File: src/hw/rtl/upc_pkg.sv
// ----------------------------------------------------------------------------
// upc_pkg
// Shared types, character codes and lookup helpers for the URL percent codec.
// ----------------------------------------------------------------------------
package upc_pkg;

  localparam logic [7:0] CH_PCT   = 8'h25;  // '%'
  localparam logic [7:0] CH_PLUS  = 8'h2B;  // '+'
  localparam logic [7:0] CH_SPACE = 8'h20;  // ' '
  localparam logic [7:0] CH_TILDE = 8'h7E;  // '~'
  localparam logic [7:0] CH_DASH  = 8'h2D;  // '-'
  localparam logic [7:0] CH_UNDER = 8'h5F;  // '_'
  localparam logic [7:0] CH_DOT   = 8'h2E;  // '.'

  localparam logic [7:0] HEX_CHARS [16] = '{
    8'h30, 8'h31, 8'h32, 8'h33, 8'h34, 8'h35, 8'h36, 8'h37,
    8'h38, 8'h39, 8'h41, 8'h42, 8'h43, 8'h44, 8'h45, 8'h46
  };

  // What the back end has to emit for one request.
  typedef enum logic [1:0] {
    CMD_ONE      = 2'd0,  // data alone
    CMD_PCT_BYTE = 2'd1,  // '%' then data
    CMD_PCT_HEX  = 2'd2   // '%' then two upper-case hex digits of data
  } cmd_kind_t;

  typedef struct packed {
    cmd_kind_t  kind;
    logic [7:0] data;
    logic       last;
  } cmd_t;

  // {is_hex, value}
  function automatic logic [4:0] hex_value(input logic [7:0] b);
    logic [4:0] r;
    r = 5'd0;
    if (b >= 8'h30 && b <= 8'h39) begin
      r = {1'b1, 4'(b - 8'h30)};
    end else if (b >= 8'h41 && b <= 8'h46) begin
      r = {1'b1, 4'(b - 8'h37)};
    end else if (b >= 8'h61 && b <= 8'h66) begin
      r = {1'b1, 4'(b - 8'h57)};
    end
    return r;
  endfunction

  function automatic logic passes_unchanged(input logic [7:0] b);
    return (b >= 8'h30 && b <= 8'h39) || (b >= 8'h41 && b <= 8'h5A) ||
           (b >= 8'h61 && b <= 8'h7A) || b == CH_DASH || b == CH_UNDER ||
           b == CH_DOT || b == CH_TILDE;
  endfunction

  function automatic logic [7:0] plain_decode(input logic [7:0] b);
    return (b == CH_PLUS) ? CH_SPACE : b;
  endfunction

endpackage

File: src/hw/rtl/upc_if.sv
// ----------------------------------------------------------------------------
// upc channel interfaces
// Valid/ready channels for string bytes in, converted bytes out, and config.
// ----------------------------------------------------------------------------
interface upc_in_if;
  logic       valid;
  logic       ready;
  logic [7:0] in_byte;
  logic       in_last;
  modport source (output valid, output in_byte, output in_last, input ready);
  modport sink   (input valid, input in_byte, input in_last, output ready);
endinterface

interface upc_out_if;
  logic       valid;
  logic       ready;
  logic [7:0] out_byte;
  logic       out_last;
  modport source (output valid, output out_byte, output out_last, input ready);
  modport sink   (input valid, input out_byte, input out_last, output ready);
endinterface

interface upc_cfg_if;
  logic valid;
  logic ready;
  logic direction;
  modport source (output valid, output direction, input ready);
  modport sink   (input valid, input direction, output ready);
endinterface

File: src/hw/rtl/url_percent_codec_top.sv
// An accepted byte goes through the command queue into the back end's cur register.
// Throughput: one input byte per cycle while each yields one output byte and the
//   output is ready; an encoded escape is three bytes on the one-byte output port.
// A queue of QUEUE_DEPTH commands lets input and output stall independently.
// Reset (synchronous, rst high): direction = encode, no escape pending, queue empty.
// ----------------------------------------------------------------------------
// url_percent_codec_top
// Streaming URL percent encoder / decoder (form-urlencoded style).
// ----------------------------------------------------------------------------
module url_percent_codec_top #(
  parameter int QUEUE_DEPTH = 4
) (
  input  logic      clk,
  input  logic      rst,
  upc_in_if.sink    item,
  upc_cfg_if.sink   cfg,
  upc_out_if.source result
);
  import upc_pkg::*;

  logic push, pop, full, empty;
  cmd_t push_cmd, head;

  upc_front u_front (
    .clk      (clk),
    .rst      (rst),
    .item     (item),
    .cfg      (cfg),
    .full     (full),
    .push     (push),
    .push_cmd (push_cmd)
  );

  upc_queue #(.DEPTH(QUEUE_DEPTH)) u_queue (
    .clk      (clk),
    .rst      (rst),
    .push     (push),
    .push_cmd (push_cmd),
    .pop      (pop),
    .head     (head),
    .full     (full),
    .empty    (empty)
  );

  upc_back u_back (
    .clk    (clk),
    .rst    (rst),
    .head   (head),
    .empty  (empty),
    .pop    (pop),
    .result (result)
  );

endmodule

File: src/hw/rtl/upc_front.sv
// ----------------------------------------------------------------------------
// upc_front
// Accepts string bytes, tracks the decode escape state and turns each byte
// into at most one emit command for the back end.
// ----------------------------------------------------------------------------
module upc_front (
  input  logic          clk,
  input  logic          rst,
  upc_in_if.sink        item,
  upc_cfg_if.sink       cfg,
  input  logic          full,
  output logic          push,
  output upc_pkg::cmd_t push_cmd
);
  import upc_pkg::*;

  typedef enum logic [2:0] {
    ESC_NONE = 3'b001,
    ESC_PCT  = 3'b010,
    ESC_HELD = 3'b100
  } esc_state_t;

  logic       direction;
  esc_state_t phase, phase_next;
  logic [7:0] held, held_next;
  logic       accept;
  logic [4:0] hv_hi, hv_lo;
  logic [7:0] pair_value;

  assign item.ready = !full;
  assign cfg.ready  = 1'b1;
  assign accept     = item.valid && item.ready;

  assign hv_hi = hex_value(held);
  assign hv_lo = hex_value(item.in_byte);

  always_comb begin
    if (!hv_hi[4]) begin
      pair_value = 8'd0;
    end else if (!hv_lo[4]) begin
      pair_value = {4'd0, hv_hi[3:0]};
    end else begin
      pair_value = {hv_hi[3:0], hv_lo[3:0]};
    end
  end

  always_comb begin
    push       = 1'b0;
    push_cmd   = '{kind: CMD_ONE, data: item.in_byte, last: item.in_last};
    phase_next = phase;
    held_next  = held;
    if (accept) begin
      if (!direction) begin
        push       = 1'b1;
        phase_next = ESC_NONE;
        if (passes_unchanged(item.in_byte)) begin
          push_cmd.kind = CMD_ONE;
        end else if (item.in_byte == CH_SPACE) begin
          push_cmd.data = CH_PLUS;
        end else begin
          push_cmd.kind = CMD_PCT_HEX;
        end
      end else begin
        unique case (phase)
          ESC_PCT: begin
            if (item.in_last) begin
              // truncated escape: literal '%' then the final byte
              push          = 1'b1;
              push_cmd.kind = CMD_PCT_BYTE;
              push_cmd.data = plain_decode(item.in_byte);
              phase_next    = ESC_NONE;
            end else begin
              held_next  = item.in_byte;
              phase_next = ESC_HELD;
            end
          end
          ESC_HELD: begin
            push          = 1'b1;
            push_cmd.data = pair_value;
            phase_next    = ESC_NONE;
          end
          ESC_NONE: begin
            if (item.in_byte == CH_PCT && !item.in_last) begin
              phase_next = ESC_PCT;
            end else begin
              push          = 1'b1;
              push_cmd.data = plain_decode(item.in_byte);
            end
          end
          default: begin
            phase_next = ESC_NONE;
            push       = 1'b1;
            push_cmd.data = plain_decode(item.in_byte);
          end
        endcase
      end
    end
  end

  always_ff @(posedge clk) begin
    if (rst) begin
      direction <= 1'b0;
      phase     <= ESC_NONE;
    end else if (cfg.valid && cfg.ready) begin
      direction <= cfg.direction;
      phase     <= ESC_NONE;
    end else begin
      phase <= phase_next;
    end
  end

  always_ff @(posedge clk) begin
    held <= held_next;
  end

  // an escape can only be pending in decode mode
  a_esc_decode_only: assert property (@(posedge clk) disable iff (rst)
    (phase != ESC_NONE) |-> direction)
    else $error("escape pending while encoding");

endmodule

File: src/hw/rtl/upc_queue.sv
// ----------------------------------------------------------------------------
// upc_queue
// Small command FIFO between the front end and the back end.
// ----------------------------------------------------------------------------
module upc_queue #(
  parameter int DEPTH = 4
) (
  input  logic          clk,
  input  logic          rst,
  input  logic          push,
  input  upc_pkg::cmd_t push_cmd,
  input  logic          pop,
  output upc_pkg::cmd_t head,
  output logic          full,
  output logic          empty
);
  import upc_pkg::*;

  localparam int AW = (DEPTH > 1) ? $clog2(DEPTH) : 1;
  localparam int CW = $clog2(DEPTH + 1);

  cmd_t          mem [DEPTH];
  logic [AW-1:0] wr_ptr, rd_ptr;
  logic [CW-1:0] count;

  assign full  = (count == CW'(DEPTH));
  assign empty = (count == '0);
  assign head  = mem[rd_ptr];

  always_ff @(posedge clk) begin
    if (push) begin
      mem[wr_ptr] <= push_cmd;
    end
  end

  always_ff @(posedge clk) begin
    if (rst) begin
      wr_ptr <= '0;
      rd_ptr <= '0;
      count  <= '0;
    end else begin
      if (push) begin
        wr_ptr <= (wr_ptr == AW'(DEPTH - 1)) ? '0 : wr_ptr + 1'b1;
      end
      if (pop) begin
        rd_ptr <= (rd_ptr == AW'(DEPTH - 1)) ? '0 : rd_ptr + 1'b1;
      end
      if (push && !pop) begin
        count <= count + 1'b1;
      end else if (pop && !push) begin
        count <= count - 1'b1;
      end
    end
  end

  a_no_overflow: assert property (@(posedge clk) disable iff (rst)
    push |-> !full)
    else $error("push into full queue");

  a_no_underflow: assert property (@(posedge clk) disable iff (rst)
    pop |-> !empty)
    else $error("pop from empty queue");

endmodule

File: src/hw/rtl/upc_back.sv
// ----------------------------------------------------------------------------
// upc_back
// Takes emit commands from the queue and drives one output byte per cycle
// while the output is ready, stepping through the '%' and following bytes of an escape.
// ----------------------------------------------------------------------------
module upc_back (
  input  logic          clk,
  input  logic          rst,
  input  upc_pkg::cmd_t head,
  input  logic          empty,
  output logic          pop,
  upc_out_if.source     result
);
  import upc_pkg::*;

  logic       cur_valid;
  cmd_t       cur;
  logic [1:0] step;
  logic       final_step;
  logic       fire;
  logic       done;

  always_comb begin
    final_step = 1'b1;
    result.out_byte = cur.data;
    unique case (cur.kind)
      CMD_ONE: begin
        final_step      = 1'b1;
        result.out_byte = cur.data;
      end
      CMD_PCT_BYTE: begin
        final_step      = (step == 2'd1);
        result.out_byte = (step == 2'd0) ? CH_PCT : cur.data;
      end
      CMD_PCT_HEX: begin
        final_step = (step == 2'd2);
        if (step == 2'd0) begin
          result.out_byte = CH_PCT;
        end else if (step == 2'd1) begin
          result.out_byte = HEX_CHARS[cur.data[7:4]];
        end else begin
          result.out_byte = HEX_CHARS[cur.data[3:0]];
        end
      end
      default: begin
        final_step      = 1'b1;
        result.out_byte = cur.data;
      end
    endcase
  end

  assign result.valid    = cur_valid;
  assign result.out_last = cur.last && final_step;
  assign fire            = result.valid && result.ready;
  assign done            = fire && final_step;
  assign pop             = !empty && (!cur_valid || done);

  always_ff @(posedge clk) begin
    if (rst) begin
      cur_valid <= 1'b0;
      step      <= 2'd0;
    end else if (pop) begin
      cur_valid <= 1'b1;
      step      <= 2'd0;
    end else if (done) begin
      cur_valid <= 1'b0;
      step      <= 2'd0;
    end else if (fire) begin
      step <= step + 2'd1;
    end
  end

  always_ff @(posedge clk) begin
    if (pop) begin
      cur <= head;
    end
  end

  // step never runs past the length of the command
  a_step_bound: assert property (@(posedge clk) disable iff (rst)
    cur_valid |-> (step == 2'd0 || (step == 2'd1 && cur.kind != CMD_ONE) ||
                   (step == 2'd2 && cur.kind == CMD_PCT_HEX)))
    else $error("emit step out of range");

endmodule

File: src/flat_wrapper.sv
// flat-port wrapper written by rule: the top's interface ports become plain ports
module url_percent_codec_top_flat import upc_pkg::*;
#(
  parameter int QUEUE_DEPTH = 4
)
  (clk, rst, item_valid, item_in_byte, item_in_last, item_ready, cfg_valid, cfg_direction, cfg_ready, result_valid, result_out_byte, result_out_last, result_ready);
  upc_in_if item_i ();
  upc_cfg_if cfg_i ();
  upc_out_if result_i ();
  input  logic clk;
  input  logic rst;
  input wire logic [$bits(item_i.valid)-1:0] item_valid;
  input wire logic [$bits(item_i.in_byte)-1:0] item_in_byte;
  input wire logic [$bits(item_i.in_last)-1:0] item_in_last;
  output wire logic [$bits(item_i.ready)-1:0] item_ready;
  input wire logic [$bits(cfg_i.valid)-1:0] cfg_valid;
  input wire logic [$bits(cfg_i.direction)-1:0] cfg_direction;
  output wire logic [$bits(cfg_i.ready)-1:0] cfg_ready;
  output wire logic [$bits(result_i.valid)-1:0] result_valid;
  output wire logic [$bits(result_i.out_byte)-1:0] result_out_byte;
  output wire logic [$bits(result_i.out_last)-1:0] result_out_last;
  input wire logic [$bits(result_i.ready)-1:0] result_ready;
  assign item_i.valid = item_valid;
  assign item_i.in_byte = item_in_byte;
  assign item_i.in_last = item_in_last;
  assign item_ready = item_i.ready;
  assign cfg_i.valid = cfg_valid;
  assign cfg_i.direction = cfg_direction;
  assign cfg_ready = cfg_i.ready;
  assign result_valid = result_i.valid;
  assign result_out_byte = result_i.out_byte;
  assign result_out_last = result_i.out_last;
  assign result_i.ready = result_ready;
  url_percent_codec_top #(.QUEUE_DEPTH(QUEUE_DEPTH)) u_core (.clk(clk), .rst(rst), .item(item_i), .cfg(cfg_i), .result(result_i));
endmodule
File: config.mk
export PLATFORM = sky130hd
export DESIGN_NAME = url_percent_codec_top_flat
export DESIGN_NICKNAME = d
export VERILOG_FILES = /design/src/hw/rtl/upc_pkg.sv /design/src/hw/rtl/upc_if.sv /design/src/hw/rtl/url_percent_codec_top.sv /design/src/hw/rtl/upc_front.sv /design/src/hw/rtl/upc_queue.sv /design/src/hw/rtl/upc_back.sv /design/src/flat_wrapper.sv
export SDC_FILE = /design/constraint.sdc
export NUM_CORES = 1
export LEC_CHECK = 0
export BUFFER_PORTS_ARGS = -buffer_cell sky130_fd_sc_hd__clkbuf_2
export CORE_MARGIN = 1.5
export CORE_UTILIZATION = 63
export DETAILED_ROUTE_END_ITERATION = 8
export PLACE_DENSITY_LB_ADDON = 0.1
export SLEW_MARGIN = 20
export SYNTH_ARGS = -nofsm -noshare
export SYNTH_HDL_FRONTEND = slang
export SYNTH_HIERARCHICAL = 1
export SYNTH_SLANG_ARGS = --single-unit
File: constraint.sdc
create_clock -name clk -period 6.2 [get_ports clk]
set_input_delay 1.24 -clock clk [delete_from_list [all_inputs] [get_ports clk]]
set_output_delay 1.24 -clock clk [all_outputs]
set_load 0.02 [all_outputs]
==> results by group <==
Status
  • Status: finished, final reports clean

CTS
  • Clock Root Buffer: clkbuf_8
  • Setup bufs post-CTS: 0
  • Reg clk slew, reported paths: around 0.080 ns
  • Post-CTS Resized: 0
  • H-tree depth: 3
  • CTS Buffer Depth: 2
  • Total CTS buffers: 9
  • TritonCTS clock tree: yes
  • Clock Sinks: ~80
  • Hold Buf Count CTS: 0
  • Worst skew pair latency: between 0.3 and 0.4 ns

GRT
  • Largest net degree at the start of global routing: 16
  • First-pass GRT wire length: 13,400 um
  • Overall routing resource usage: about a quarter
  • Total congestion overflow: 0
  • Initial antenna violation count: 0
  • Vias in the first global route: between 2,000 and 3,000

Route
  • Initial DRC Count: roughly 140
  • Antenna-violating nets left: 0
  • WL/cell: 17.2 um
  • Initial DRT Pass Iterations: 4
  • Total wire length: between 8000 and 9000 um
  • # DRC: 0
  • Vias post-DR: slightly below 3,000
  • Via density: between 6 and 7

Critical path
  • Startpoint types: primary input
  • Reg2reg setup slack: approximately 3.3 ns
  • Worst R2R Path Depth: 13
  • Req. time, crit path: between 6 and 7 ns
  • Kind of critical path: primary input to register
  • Crit. End Element: register
  • Critical path arrival: 3.98 ns
  • Crit Path Max Fanout: 8
  • Reg2Reg Capture Point: u_core/u_queue/count[2]
  • Critical R2R Launch: u_core/u_back/cur[9]

Synthesis
  • Top-area cell type share of the netlist area: 43.5%
  • Cell count after synthesis: 364
  • Synth Area per Inst: roughly 12 um^2
  • Ys async rst share: 0%
  • Register area share after synthesis: between 50 and 60%
  • Post-synth EDFFs: 63
  • Unique masters post-synth: slightly below 70
  • Area leader, netlist: edfxtp_1
  • Mapped cell area: 4350 um^2
  • Synth area leaders: edfxtp_1, dfxtp_1, ha_1, mux4_2, a21oi_1
  • Ys flop type: edfxtp_1
  • FF+latch count, synth: 79
  • Yosys warns: 6
  • Syn nets: ~400

Hold path
  • Hold Path Stages: 2
  • Hold Startpoint: u_core/u_back/step[1]
  • Min-Delay Endpoint: u_core/u_back/step[1]
  • Hold crit path type: register to register

Placement
  • I/O Buffers: 25
  • Placed Instances: approximately 460
  • Setup Slack @ Placement: between 2 and 2.5 ns
  • Gp weighted congestion: roughly 0.96
  • DP HPWL: 6000 um
  • Placed Area: about 4500 um^2

Floorplan
  • Die width: 86.1 um
  • Die area: around 7400 um^2
  • Num ports: 27
  • Die Y: between 80 and 90 um
  • Row count: 30
  • Initial Util: 64.7%
  • Core Area: between 6000 and 7000 um^2

STA
  • RSZ-0062 raised after global routing: no
  • Least-Margin Pin Slew: between 0.7 and 0.8 ns
  • Final setup vio count: 0
  • Max Slew Vio Count: 0
  • Slew margin rel.: 50.1%
  • Setup TNS: 0 ns
  • Final hold vios: 0
  • Crit share post-route: between 50% and 60%
  • Worst Setup Slack, final: 2.49 ns
  • Clock skew: approximately 0.0095 ns
  • Min Clock Period, post-route: 3.71 ns
  • FMAX: 270 MHz

Flow run
  • # Max-Cap Violations: 0

Layout
  • Area added between synthesis and finish: 8.26%
  • Layout cells sized above 1: between 10% and 20%
  • NumNets Final: ~430
  • Final std cells w/o fill: roughly 470
  • Final Cell Area: about 4700 um^2
  • # diodes: 0

Power and ir drop
  • Peak supply drop: about 0.16 mV
  • Lkg Pwr: between 0.0015 and 0.002 uW
  • P per Cell Area: just under 400 nW/um^2
  • Post-route total power: 1860 uW
critical path: stages:
cell and delay, ns:
clkbuf_2 0.16, inv_1 0.11, ha_1 0.24, nand3b_1 0.10, nor4_1 0.07, or3_1 0.32, a21oi_1 0.44, ha_1 0.27
inv_1 0.06, fa_1 0.37, xor2_1 0.16, or3_1 0.31, a21oi_1 0.14
power by group:
part	total, uW	switching, uW	internal, uW	leakage, uW
Combinational	678	388	291	0.000898
Clock	384	184	200	0.000108
Sequential	792	102	690	0.000708
Total	1860	674	1180	0.00171
registers in the layout (all words and copies together) (netlist names), named ones only:
| register | count |
|---|---|
| u_core/u_back/result.valid | 1 |
| u_core/u_front/direction | 1 |
| u_core/u_queue/count | 3 |
| u_core/u_queue/mem | 44 |
| u_core/u_back/step | 2 |
| u_core/u_front/held | 8 |
| u_core/u_front/phase | 3 |
| u_core/u_queue/rd_ptr | 2 |
| u_core/u_queue/wr_ptr | 2 |
| u_core/u_back/cur | 11 |
final cells by class:
class,instances,area (um^2)
Clock buffer,13,185
Clock inverter,3,20.0
Fill cell,496,2010
Inverter,23,86.3
Multi-Input combinational cell,249,1960
Sequential cell,79,2210
Tap cell,80,100
Timing Repair Buffer,27,140
routing by layer:
metal  global-route usage [%]  wire length (um)
met1                     29.5              3520
met2                     41.5              4180
met3                     4.14               224
met4                     11.1               234
met5                        0                 0
synthesized netlist by cell type, types with 4 or more instances:
library cell / number
nand2b_1: 14
nand3_1: 7
a21oi_1: 20
o21ai_0: 17
ha_1: 22
nand2_1: 22
nor3_1: 7
o211ai_1: 5
dfxtp_1: 16
nor2_1: 25
o21bai_1: 4
and2_1: 5
mux2i_1: 6
a21o_1: 4
mux4_2: 10
inv_1: 23
nor3b_1: 5
edfxtp_1: 63
o22ai_1: 6
nor2b_1: 6
buf_2: 5
stage by stage:
| step | util [%] | hold slack [ns] |
|---|---|---|
| floorplan | - | 0.460 |
| global placement | 67.0 | 0.486 |
| detailed placement | 67.0 | 0.500 |
| CTS | 70.0 | 0.512 |
| global route | 70.0 | 0.557 |
| finish | 70.0 | 0.519 |
cells in the final DEF (no fill, tap or decap), types with 4 or more instances in the layout:
master and count:
a21o_1 4, a21oi_1 20, and2_1 5, clkbuf_2 25
clkbuf_8 9, dfxtp_1 16, edfxtp_1 63, ha_1 22
inv_1 23, mux2i_1 6, mux4_2 10, nand2_1 22
nand2b_1 14, nand3_1 7, nor2_1 25, nor2b_1 6
nor3_1 7, nor3b_1 5, o211ai_1 5, o21ai_0 17
o21bai_1 4, o22ai_1 6
worst max-delay path by stage:
stage                          from                       to  depth (start not counted)
floorplan           item_in_byte[1]  u_core/u_queue/count[2]                         12
global placement    item_in_byte[1]  u_core/u_queue/count[2]                         13
detailed placement  item_in_byte[1]  u_core/u_queue/count[2]                         13
CTS                 item_in_byte[1]  u_core/u_queue/count[2]                         13
global route        item_in_byte[1]  u_core/u_queue/count[2]                         13
finish              item_in_byte[1]  u_core/u_queue/count[2]                         13
kinds of logic (layout without fill, tap and decap cells):
logic type	after synthesis	count (layout)	synth area share (%)
xor gates and xnor gates	3	3	0.605
adders and majority gates	23	23	6.79
other	1	1	0.0863
and+or+nand+nor	115	115	15.1
DFF	79	79	50.9
buffers and inverters	36	66	3.97
muxes	19	19	7.69
AOI/OAI and AO/OA	88	88	14.8
Note: power is estimated with default switching activity, not from simulation.
